`src/hdl/cfpst_pkg.sv`:
```
// ----------------------------------------------------------------------------
// Coarse/fine power setpoint tracker package
// Shared widths, register indexes, reset values and types.
// ----------------------------------------------------------------------------
package cfpst_pkg;

  // Converter sample width (8..16).
  localparam int unsigned SAMPLE_BITS = 12;
  localparam int unsigned PROD_W      = 2 * SAMPLE_BITS;

  localparam int unsigned POWER_W   = 8;
  localparam int unsigned STEP_W    = 8;
  localparam int unsigned ACC_W     = 16;
  localparam int unsigned DUTY_W    = 10;
  localparam int unsigned CFG_IDX_W = 3;
  localparam int unsigned CFG_DAT_W = 8;

  // power = product / 100, saturated at 255.
  // Products of at least 256 * 100 saturate; below that a reciprocal
  // multiply (x * 5243) >> 19 gives the exact floor for x < 25600.
  localparam int unsigned POWER_MAX         = 255;
  localparam int unsigned POWER_DIVISOR     = 100;
  localparam int unsigned POWER_SAT_PRODUCT = (POWER_MAX + 1) * POWER_DIVISOR;
  localparam int unsigned QUOT_IN_W         = 15;
  localparam int unsigned RECIP_MULT        = 5243;
  localparam int unsigned RECIP_W           = 13;
  localparam int unsigned RECIP_SHIFT       = 19;
  localparam int unsigned RECIP_FULL_W      = QUOT_IN_W + RECIP_W;

  localparam int unsigned DUTY_MAX = 900;

  typedef logic [SAMPLE_BITS-1:0]  sample_t;
  typedef logic [PROD_W-1:0]       prod_t;
  typedef logic [RECIP_FULL_W-1:0] recip_t;
  typedef logic [POWER_W-1:0]      power_t;
  typedef logic [STEP_W-1:0]       step_t;
  typedef logic signed [ACC_W-1:0] acc_t;
  typedef logic [DUTY_W-1:0]       duty_t;

  // Configuration register indexes.
  typedef enum logic [CFG_IDX_W-1:0] {
    REG_POWER_SETPOINT    = 3'd0,
    REG_OVERRIDE_SETPOINT = 3'd1,
    REG_OVERRIDE_ENABLE   = 3'd2,
    REG_COARSE_STEP       = 3'd3,
    REG_FINE_STEP         = 3'd4,
    REG_COARSE_BAND       = 3'd5,
    REG_FINE_BAND         = 3'd6
  } cfg_reg_t;

  // Reset values of the configuration registers.
  localparam power_t RST_POWER_SETPOINT    = 8'd255;
  localparam power_t RST_OVERRIDE_SETPOINT = 8'd0;
  localparam logic   RST_OVERRIDE_ENABLE   = 1'b0;
  localparam step_t  RST_COARSE_STEP       = 8'd50;
  localparam step_t  RST_FINE_STEP         = 8'd2;
  localparam power_t RST_COARSE_BAND       = 8'd50;
  localparam power_t RST_FINE_BAND         = 8'd5;

  typedef enum logic {
    MODE_COARSE = 1'b0,
    MODE_FINE   = 1'b1
  } mode_t;

  typedef struct packed {
    power_t power_setpoint;
    power_t override_setpoint;
    logic   override_enable;
    step_t  coarse_step;
    step_t  fine_step;
    power_t coarse_band;
    power_t fine_band;
  } cfg_t;

endpackage

```
`src/hdl/cfpst_cfg_regs.sv`:
```
// ----------------------------------------------------------------------------
// Configuration register file
// Seven tracker registers written over a valid/ready port; unknown indexes
// are dropped.
// ----------------------------------------------------------------------------
module cfpst_cfg_regs (
  input  logic                                 clk,
  input  logic                                 rst_n,
  input  logic                                 cfg_valid,
  output logic                                 cfg_ready,
  input  logic [cfpst_pkg::CFG_IDX_W-1:0]      cfg_index,
  input  logic [cfpst_pkg::CFG_DAT_W-1:0]      cfg_data,
  output cfpst_pkg::cfg_t                      cfg
);

  cfpst_pkg::cfg_t cfg_r;
  cfpst_pkg::cfg_t cfg_nxt;

  assign cfg_ready = 1'b1;
  assign cfg       = cfg_r;

  always_comb begin
    cfg_nxt = cfg_r;
    if (cfg_valid) begin
      unique case (cfpst_pkg::cfg_reg_t'(cfg_index))
        cfpst_pkg::REG_POWER_SETPOINT:    cfg_nxt.power_setpoint    = cfg_data;
        cfpst_pkg::REG_OVERRIDE_SETPOINT: cfg_nxt.override_setpoint = cfg_data;
        cfpst_pkg::REG_OVERRIDE_ENABLE:   cfg_nxt.override_enable   = cfg_data[0];
        cfpst_pkg::REG_COARSE_STEP:       cfg_nxt.coarse_step       = cfg_data;
        cfpst_pkg::REG_FINE_STEP:         cfg_nxt.fine_step         = cfg_data;
        cfpst_pkg::REG_COARSE_BAND:       cfg_nxt.coarse_band       = cfg_data;
        cfpst_pkg::REG_FINE_BAND:         cfg_nxt.fine_band         = cfg_data;
        default: ;
      endcase
    end
  end

  always_ff @(posedge clk) begin
    if (!rst_n) begin
      cfg_r.power_setpoint    <= cfpst_pkg::RST_POWER_SETPOINT;
      cfg_r.override_setpoint <= cfpst_pkg::RST_OVERRIDE_SETPOINT;
      cfg_r.override_enable   <= cfpst_pkg::RST_OVERRIDE_ENABLE;
      cfg_r.coarse_step       <= cfpst_pkg::RST_COARSE_STEP;
      cfg_r.fine_step         <= cfpst_pkg::RST_FINE_STEP;
      cfg_r.coarse_band       <= cfpst_pkg::RST_COARSE_BAND;
      cfg_r.fine_band         <= cfpst_pkg::RST_FINE_BAND;
    end else begin
      cfg_r <= cfg_nxt;
    end
  end

endmodule

```
`src/hdl/cfpst_power.sv`:
```
// ----------------------------------------------------------------------------
// Power computation pipeline
// Input register, voltage x current product register, then divide by 100
// through a reciprocal multiply with saturation to 8 bits.
// ----------------------------------------------------------------------------
module cfpst_power (
  input  logic                  clk,
  input  logic                  rst_n,
  input  logic                  in_valid,
  output logic                  in_ready,
  input  cfpst_pkg::sample_t    in_voltage,
  input  cfpst_pkg::sample_t    in_current,
  output logic                  pw_valid,
  input  logic                  pw_ready,
  output cfpst_pkg::power_t     pw_power
);

  logic               s1_valid_r, s2_valid_r, s3_valid_r;
  logic               s1_ready, s2_ready, s3_ready;
  cfpst_pkg::sample_t volt_r, curr_r;
  cfpst_pkg::prod_t   prod_r;
  cfpst_pkg::power_t  power_r;
  cfpst_pkg::recip_t  recip_full;
  cfpst_pkg::power_t  power_nxt;

  // Each stage moves when it is empty or the one after it moves.
  assign s3_ready = !s3_valid_r || pw_ready;
  assign s2_ready = !s2_valid_r || s3_ready;
  assign s1_ready = !s1_valid_r || s2_ready;
  assign in_ready = s1_ready;

  always_comb begin
    recip_full = cfpst_pkg::recip_t'(prod_r[cfpst_pkg::QUOT_IN_W-1:0])
               * cfpst_pkg::recip_t'(cfpst_pkg::RECIP_MULT);
    if (prod_r >= cfpst_pkg::prod_t'(cfpst_pkg::POWER_SAT_PRODUCT)) begin
      power_nxt = cfpst_pkg::power_t'(cfpst_pkg::POWER_MAX);
    end else begin
      power_nxt = recip_full[cfpst_pkg::RECIP_SHIFT +: cfpst_pkg::POWER_W];
    end
  end

  always_ff @(posedge clk) begin
    if (!rst_n) begin
      s1_valid_r <= 1'b0;
      s2_valid_r <= 1'b0;
      s3_valid_r <= 1'b0;
    end else begin
      if (s1_ready) s1_valid_r <= in_valid;
      if (s2_ready) s2_valid_r <= s1_valid_r;
      if (s3_ready) s3_valid_r <= s2_valid_r;
    end
  end

  always_ff @(posedge clk) begin
    if (in_valid && s1_ready) begin
      volt_r <= in_voltage;
      curr_r <= in_current;
    end
    if (s1_valid_r && s2_ready) begin
      prod_r <= cfpst_pkg::prod_t'(volt_r) * cfpst_pkg::prod_t'(curr_r);
    end
    if (s2_valid_r && s3_ready) begin
      power_r <= power_nxt;
    end
  end

  assign pw_valid = s3_valid_r;
  assign pw_power = power_r;

endmodule

```
`src/hdl/cfpst_track.sv`:
```
// ----------------------------------------------------------------------------
// Coarse/fine tracker and result register
// Compare power with the active setpoint, pick the step mode, move the
// saturating duty accumulator and register the result item.
// ----------------------------------------------------------------------------
module cfpst_track (
  input  logic                   clk,
  input  logic                   rst_n,
  input  cfpst_pkg::cfg_t        cfg,
  input  logic                   pw_valid,
  output logic                   pw_ready,
  input  cfpst_pkg::power_t      pw_power,
  output logic                   out_valid,
  input  logic                   out_stall,
  output cfpst_pkg::duty_t       out_duty_permille,
  output cfpst_pkg::power_t      out_measured_power,
  output logic                   out_fine_mode,
  output logic                   out_on_target
);

  cfpst_pkg::mode_t   mode_r, mode_nxt;
  logic               hold_r, hold_nxt;
  cfpst_pkg::acc_t    acc_r, acc_nxt;

  logic               out_valid_r;
  cfpst_pkg::duty_t   duty_r, duty_nxt;
  cfpst_pkg::power_t  power_r;
  logic               fine_r;
  logic               on_target_r, on_target_nxt;

  logic               load;
  cfpst_pkg::power_t  setpoint;
  logic               up;
  cfpst_pkg::power_t  err;
  logic               do_step;
  cfpst_pkg::step_t   step;
  logic [cfpst_pkg::ACC_W:0] sum;

  assign pw_ready = !out_valid_r || !out_stall;
  assign load     = pw_valid && pw_ready;

  always_comb begin
    setpoint = cfg.override_enable ? cfg.override_setpoint : cfg.power_setpoint;
    up       = pw_power > setpoint;
    err      = up ? (pw_power - setpoint) : (setpoint - pw_power);

    mode_nxt      = mode_r;
    hold_nxt      = hold_r;
    on_target_nxt = 1'b0;
    do_step       = 1'b1;
    step          = cfg.fine_step;

    if (hold_r) begin
      // follow-up to a hold: fine step, no mode check
      hold_nxt = 1'b0;
    end else if (mode_r == cfpst_pkg::MODE_COARSE) begin
      if (err < cfg.coarse_band) begin
        mode_nxt = cfpst_pkg::MODE_FINE;
      end else begin
        step = cfg.coarse_step;
      end
    end else begin
      if (err > cfg.coarse_band) begin
        mode_nxt = cfpst_pkg::MODE_COARSE;
        step     = cfg.coarse_step;
      end else if (err <= cfg.fine_band) begin
        do_step       = 1'b0;
        hold_nxt      = 1'b1;
        on_target_nxt = 1'b1;
      end
    end

    // saturating accumulate in one extra bit
    if (up) begin
      sum = {acc_r[cfpst_pkg::ACC_W-1], acc_r}
          + {{(cfpst_pkg::ACC_W + 1 - cfpst_pkg::STEP_W){1'b0}}, step};
    end else begin
      sum = {acc_r[cfpst_pkg::ACC_W-1], acc_r}
          - {{(cfpst_pkg::ACC_W + 1 - cfpst_pkg::STEP_W){1'b0}}, step};
    end

    if (!do_step) begin
      acc_nxt = acc_r;
    end else if (sum[cfpst_pkg::ACC_W] != sum[cfpst_pkg::ACC_W-1]) begin
      acc_nxt = sum[cfpst_pkg::ACC_W]
              ? {1'b1, {(cfpst_pkg::ACC_W-1){1'b0}}}
              : {1'b0, {(cfpst_pkg::ACC_W-1){1'b1}}};
    end else begin
      acc_nxt = sum[cfpst_pkg::ACC_W-1:0];
    end

    // clamp to 0..900
    if (acc_nxt < cfpst_pkg::acc_t'(1)) begin
      duty_nxt = '0;
    end else if (acc_nxt > cfpst_pkg::acc_t'(cfpst_pkg::DUTY_MAX)) begin
      duty_nxt = cfpst_pkg::duty_t'(cfpst_pkg::DUTY_MAX);
    end else begin
      duty_nxt = acc_nxt[cfpst_pkg::DUTY_W-1:0];
    end
  end

  always_ff @(posedge clk) begin
    if (!rst_n) begin
      mode_r      <= cfpst_pkg::MODE_COARSE;
      hold_r      <= 1'b0;
      acc_r       <= '0;
      out_valid_r <= 1'b0;
    end else begin
      if (pw_ready) out_valid_r <= pw_valid;
      if (load) begin
        mode_r <= mode_nxt;
        hold_r <= hold_nxt;
        acc_r  <= acc_nxt;
      end
    end
  end

  always_ff @(posedge clk) begin
    if (load) begin
      duty_r      <= duty_nxt;
      power_r     <= pw_power;
      fine_r      <= (mode_nxt == cfpst_pkg::MODE_FINE);
      on_target_r <= on_target_nxt;
    end
  end

  assign out_valid          = out_valid_r;
  assign out_duty_permille  = duty_r;
  assign out_measured_power = power_r;
  assign out_fine_mode      = fine_r;
  assign out_on_target      = on_target_r;

  // A hold is only ever pending in fine mode.
  a_hold_in_fine: assert property (@(posedge clk) disable iff (!rst_n)
    hold_r |-> (mode_r == cfpst_pkg::MODE_FINE))
    else $error("hold pending outside fine mode");

  // The item that follows a hold never reports on target.
  a_no_double_hold: assert property (@(posedge clk) disable iff (!rst_n)
    (load && hold_r) |=> !out_on_target)
    else $error("on target reported on hold follow-up");

  // A hold leaves the accumulator untouched.
  a_hold_keeps_acc: assert property (@(posedge clk) disable iff (!rst_n)
    (load && on_target_nxt) |=> $stable(acc_r))
    else $error("accumulator moved during hold");

  // On target implies fine mode in the same result.
  a_on_target_fine: assert property (@(posedge clk) disable iff (!rst_n)
    (out_valid_r && on_target_r) |-> fine_r)
    else $error("on target outside fine mode");

endmodule

```
`src/hdl/coarse_fine_power_setpoint_tracker.sv`:
```
// ----------------------------------------------------------------------------
// Coarse/fine power setpoint tracker
// Two-step-size perturb and observe duty tracker for a power converter.
// ----------------------------------------------------------------------------
// Each item carries one voltage and one current reading. Power is
// voltage * current / 100, truncated and saturated at 255, and is compared
// with the active setpoint (override_setpoint when override_enable is set,
// else power_setpoint). The tracker runs in coarse or fine step mode and
// moves a signed, saturating 16-bit duty accumulator up by the mode's step
// when power is above the setpoint and down otherwise; in fine mode an
// error within fine_band holds the duty for one item and flags on_target,
// and the next item takes a fine step with no mode check. Duty is reported
// in permille, 0 below 1 and clamped at 900. The block takes one item per
// clock cycle while the result side does not stall; the product, power and
// result registers follow the input register. The product and the
// reciprocal divide by 100 are pipelined, and the tracker update at the
// result register carries the state from item to item. A stall on the
// result side backs up only through full stages, so empty stages keep
// taking items. Configuration writes are always ready and take effect on
// the next cycle; write them only while the block is idle.
// ----------------------------------------------------------------------------
module coarse_fine_power_setpoint_tracker (
  input  logic                                  clk,
  input  logic                                  rst_n,
  // sample input
  input  logic                                  in_valid,
  output logic                                  in_stall,
  input  logic [cfpst_pkg::SAMPLE_BITS-1:0]     in_voltage_sample,
  input  logic [cfpst_pkg::SAMPLE_BITS-1:0]     in_current_sample,
  // result output
  output logic                                  out_valid,
  input  logic                                  out_stall,
  output logic [cfpst_pkg::DUTY_W-1:0]          out_duty_permille,
  output logic [cfpst_pkg::POWER_W-1:0]         out_measured_power,
  output logic                                  out_fine_mode,
  output logic                                  out_on_target,
  // configuration write port
  input  logic                                  cfg_valid,
  output logic                                  cfg_ready,
  input  logic [cfpst_pkg::CFG_IDX_W-1:0]       cfg_index,
  input  logic [cfpst_pkg::CFG_DAT_W-1:0]       cfg_data
);

  cfpst_pkg::cfg_t   cfg;
  logic              in_ready;
  logic              pw_valid;
  logic              pw_ready;
  cfpst_pkg::power_t pw_power;

  // Register file: always ready, unknown indexes dropped.
  cfpst_cfg_regs u_cfg (
    .clk       (clk),
    .rst_n     (rst_n),
    .cfg_valid (cfg_valid),
    .cfg_ready (cfg_ready),
    .cfg_index (cfg_index),
    .cfg_data  (cfg_data),
    .cfg       (cfg)
  );

  // Power pipeline: hold the sample, multiply, divide and saturate.
  cfpst_power u_power (
    .clk        (clk),
    .rst_n      (rst_n),
    .in_valid   (in_valid),
    .in_ready   (in_ready),
    .in_voltage (in_voltage_sample),
    .in_current (in_current_sample),
    .pw_valid   (pw_valid),
    .pw_ready   (pw_ready),
    .pw_power   (pw_power)
  );

  assign in_stall = !in_ready;

  // Tracker state update and result register.
  cfpst_track u_track (
    .clk                (clk),
    .rst_n              (rst_n),
    .cfg                (cfg),
    .pw_valid           (pw_valid),
    .pw_ready           (pw_ready),
    .pw_power           (pw_power),
    .out_valid          (out_valid),
    .out_stall          (out_stall),
    .out_duty_permille  (out_duty_permille),
    .out_measured_power (out_measured_power),
    .out_fine_mode      (out_fine_mode),
    .out_on_target      (out_on_target)
  );

endmodule
```
`config.mk`:
```
export PLATFORM = sky130hd
export DESIGN_NAME = coarse_fine_power_setpoint_tracker
export DESIGN_NICKNAME = d
export VERILOG_FILES = /design/src/hdl/cfpst_pkg.sv /design/src/hdl/cfpst_cfg_regs.sv /design/src/hdl/cfpst_power.sv /design/src/hdl/cfpst_track.sv /design/src/hdl/coarse_fine_power_setpoint_tracker.sv
export SDC_FILE = /design/constraint.sdc
export NUM_CORES = 1
export LEC_CHECK = 0
export BUFFER_PORTS_ARGS = -buffer_cell sky130_fd_sc_hd__buf_2
export CORE_UTILIZATION = 55
export CTS_CLUSTER_DIAMETER = 60
export DETAILED_ROUTE_END_ITERATION = 10
export PLACE_DENSITY = 0.68
export SETUP_SLACK_MARGIN = 0.1
export SLEW_MARGIN = 20
export SYNTH_ARGS = -nofsm -noshare
export SYNTH_HDL_FRONTEND = slang
export SYNTH_SLANG_ARGS = --single-unit
```
`constraint.sdc`:
```
create_clock -name clk -period 21.5 [get_ports clk]
set_input_delay 3.225 -clock clk [delete_from_list [all_inputs] [get_ports clk]]
set_output_delay 3.225 -clock clk [all_outputs]
set_load 0.02 [all_outputs]
```
==> reports/qor.csv <==
metric,value,unit
status,finished clean,
syn-instance-count,1680,
grt_pass1_wl,59270,um
wl_met3,1144,um
max_stage_delay,0.61,ns
rr_startpoint,u_cfg.cfg[32],
antenna_cells,0,
drtIter0Drc,636,
rsz0062_at_grt,no,
cts-htree-levels,4,
finalNonFillerCells,2101,
wire_per_inst,17.09,um
ys.flop_type,edfxtp_1,
dp_hpwl,28610,um
cts.sinks,147,
synth_cell_types,76,
synthesis.area,15840,um2
syn_nets,2109,
hp-start,u_cfg.cfg[33],
final_common_cell,inv_1,
met2_length,18320,um
final_area,17010,um2
multiInputGateArea,10890,um2
crit_family,simple AND/OR/NAND/NOR gates,
cts-resized-gates,0,
antenna_found_initial,0,
holdWs,0.4676,ns
crit_slowest_cell,dfxtp_1,
cts_setup_buffers,0,
yosysWarnings,0,
core-area,28090,um2
gp_congestion,0.9011,
worstMarginPinSlew,1.066,ns
cts_buffer_depth,2,
fin_crit_sh,0.4867,
synth_edf_count,76,
maxSlewHeadroom,0.2840,
cts_root_buf,clkbuf_16,
synthArstFlopShare,0,
slew_viol_final,0,
nets,2139,
holdPathStages,2,
crit_type,reg -> reg,
die_w,171.7,um
crit_required,21.67,ns
top_layer_used,met4,
dieHeight,171.7,um
grt_max_degree,72,
mostFrequentLayoutCells,"inv_1 (274), nand2_1 (249), ha_1 (218), fa_1 (171), edfxtp_1 (76)",
dpl_cell_area,16420,um2
cp_num_buf_inv,2,
num_rows,61,
postSynthAreaPerCell,9.429,um2
ys_seq_elements,147,
cts_made_buffers,17,
path_max_fanout,23,
die_area,29490,um2
synthToLayoutAreaGrowth,7.401,%
route.vias.total,11508,
hp-class,reg -> reg,
setup_tns,0,ns
drc_errors,0,
dp_cells,2069,
maxCapViolCount,0,
crit_arrival,10.64,ns
skew,0.01397,ns
setup_violations,0,
nFillCells,2487,
finalCriticalPeriod,10.46,ns
drt_wl_total,35920,um
finalHoldViolations,0,
critPathCaptureType,flip-flop,
fmax,95.57,MHz
grt_pass1_vias,11619,
port_buffers,61,
start_util,0.5640,
whs_endpoint,u_cfg.cfg[33],
track_usage,0.2624,
clk_latency,0.44,ns
hold_buffers,0,
crit_path_start_kind,flip-flop,
path_clk_slew,0.07,ns
overflow,0,
drive_gt1_frac,0.07545,
rrSetupSlack,11.04,ns
drt_first_pass_iters,5,
ios,63,
cts_tree,yes,
vias_per_cell,5.477,
regArea,3704,um2
timing.rr.end,u_track.out_duty_permille[4],
wl_met1,15720,um
final_antenna_net_count,0,
r2r_cells,38,
synth.yosys.seq_area_share,0.2338,
## per-stage QoR
stage	util	worst slack [ns]
2_1_floorplan	-	12.52
6_report	0.6058	11.04
4_1_cts	0.6057	11.09
5_1_grt	0.6058	10.25
3_3_place_gp	0.5847	11.33
3_5_place_dp	0.5848	11.07
## cell families (layout without fill, tap and decap cells)
logic type / after synthesis / after routing / synth area share
and+or+nand+nor: 488 / 488 / 0.1448
adders and majority gates: 389 / 389 / 0.3883
buffers and inverters: 327 / 370 / 0.07946
AOI/OAI and AO/OA: 257 / 257 / 0.1124
DFF: 147 / 147 / 0.2338
xor gates and xnor gates: 49 / 49 / 0.02709
muxes: 22 / 22 / 0.01398
other: 1 / 1 / 0.0002367
## cells in the mapped netlist, types with 7 or more instances
cell      instances  area (um2)
a21boi_0         37       277.8
a21o_1           15       112.6
a21oi_1          60       300.3
a31oi_1          14       87.58
and2_1           50       312.8
and3_1           11       68.82
clkbuf_1         42       157.7
dfxtp_1          71        1421
edfxtp_1         76        2282
fa_1            171        3423
ha_1            218        2728
inv_1           274        1028
mux2i_1          21       210.2
nand2_1         249       934.7
nand2b_1         13       81.33
nand3_1          34       170.2
nand4_1           7       43.79
nor2_1           51       191.4
nor2b_1          15       93.84
nor3_1           21       105.1
o211ai_1          9       67.56
o21a_1           12       90.09
o21ai_0          48       240.2
o21bai_1          7       52.55
o31ai_1           8       60.06
xnor2_1          33       289.0
xor2_1           16       140.1
## tightest hold or removal path, stage by stage, from the launching register on
cell,delay (ns)
dfxtp_1,0.31
nand2_1,0.05
a21boi_0,0.06
## flip-flops by register name (all words and copies together) (netlist names)
register / cells
u_cfg.cfg: 49
u_power.curr_r: 12
u_power.prod_r: 24
u_power.pw_power: 8
u_power.pw_valid: 1
u_power.s1_valid_r: 1
u_power.s2_valid_r: 1
u_power.volt_r: 12
u_track.acc_r: 16
u_track.hold_r: 1
u_track.mode_r: 1
u_track.out_duty_permille: 10
u_track.out_fine_mode: 1
u_track.out_measured_power: 8
u_track.out_on_target: 1
u_track.out_valid: 1
## worst max path at each step
stage | from | end | slack [ns] | cells past startpoint
finish | u_cfg.cfg[32] | u_track.out_duty_permille[4] | 11.04 | 38
global route | u_cfg.cfg[32] | u_track.out_duty_permille[4] | 10.25 | 37
CTS | u_cfg.cfg[32] | u_track.out_duty_permille[6] | 11.09 | 38
detailed placement | u_cfg.cfg[32] | u_track.out_duty_permille[4] | 11.07 | 38
global placement | u_cfg.cfg[32] | u_track.out_duty_permille[6] | 11.33 | 40
floorplan | u_cfg.cfg[32] | u_track.out_duty_permille[3] | 12.52 | 37
## per-layer routing
metal / up-vias / track usage
met2: 227 / 0.4573
met4: 0 / 0.07764
li1: 5588 / -
met1: 5639 / 0.3369
met3: 54 / 0.03728
met5: - / 0
## layout make-up
type                    count  share of cell area
clock buffers              17             0.02500
clock inverters            15            0.009487
flip-flops and latches    147              0.2177
well taps                 378             0.02780
inverters                 274             0.06045
repair buffers             64             0.01941
multi-input cells        1206              0.6402
Power is left out: the tool's default activity adds up to more than one toggle a clock period on the data nets, which glitch-free logic cannot reach.
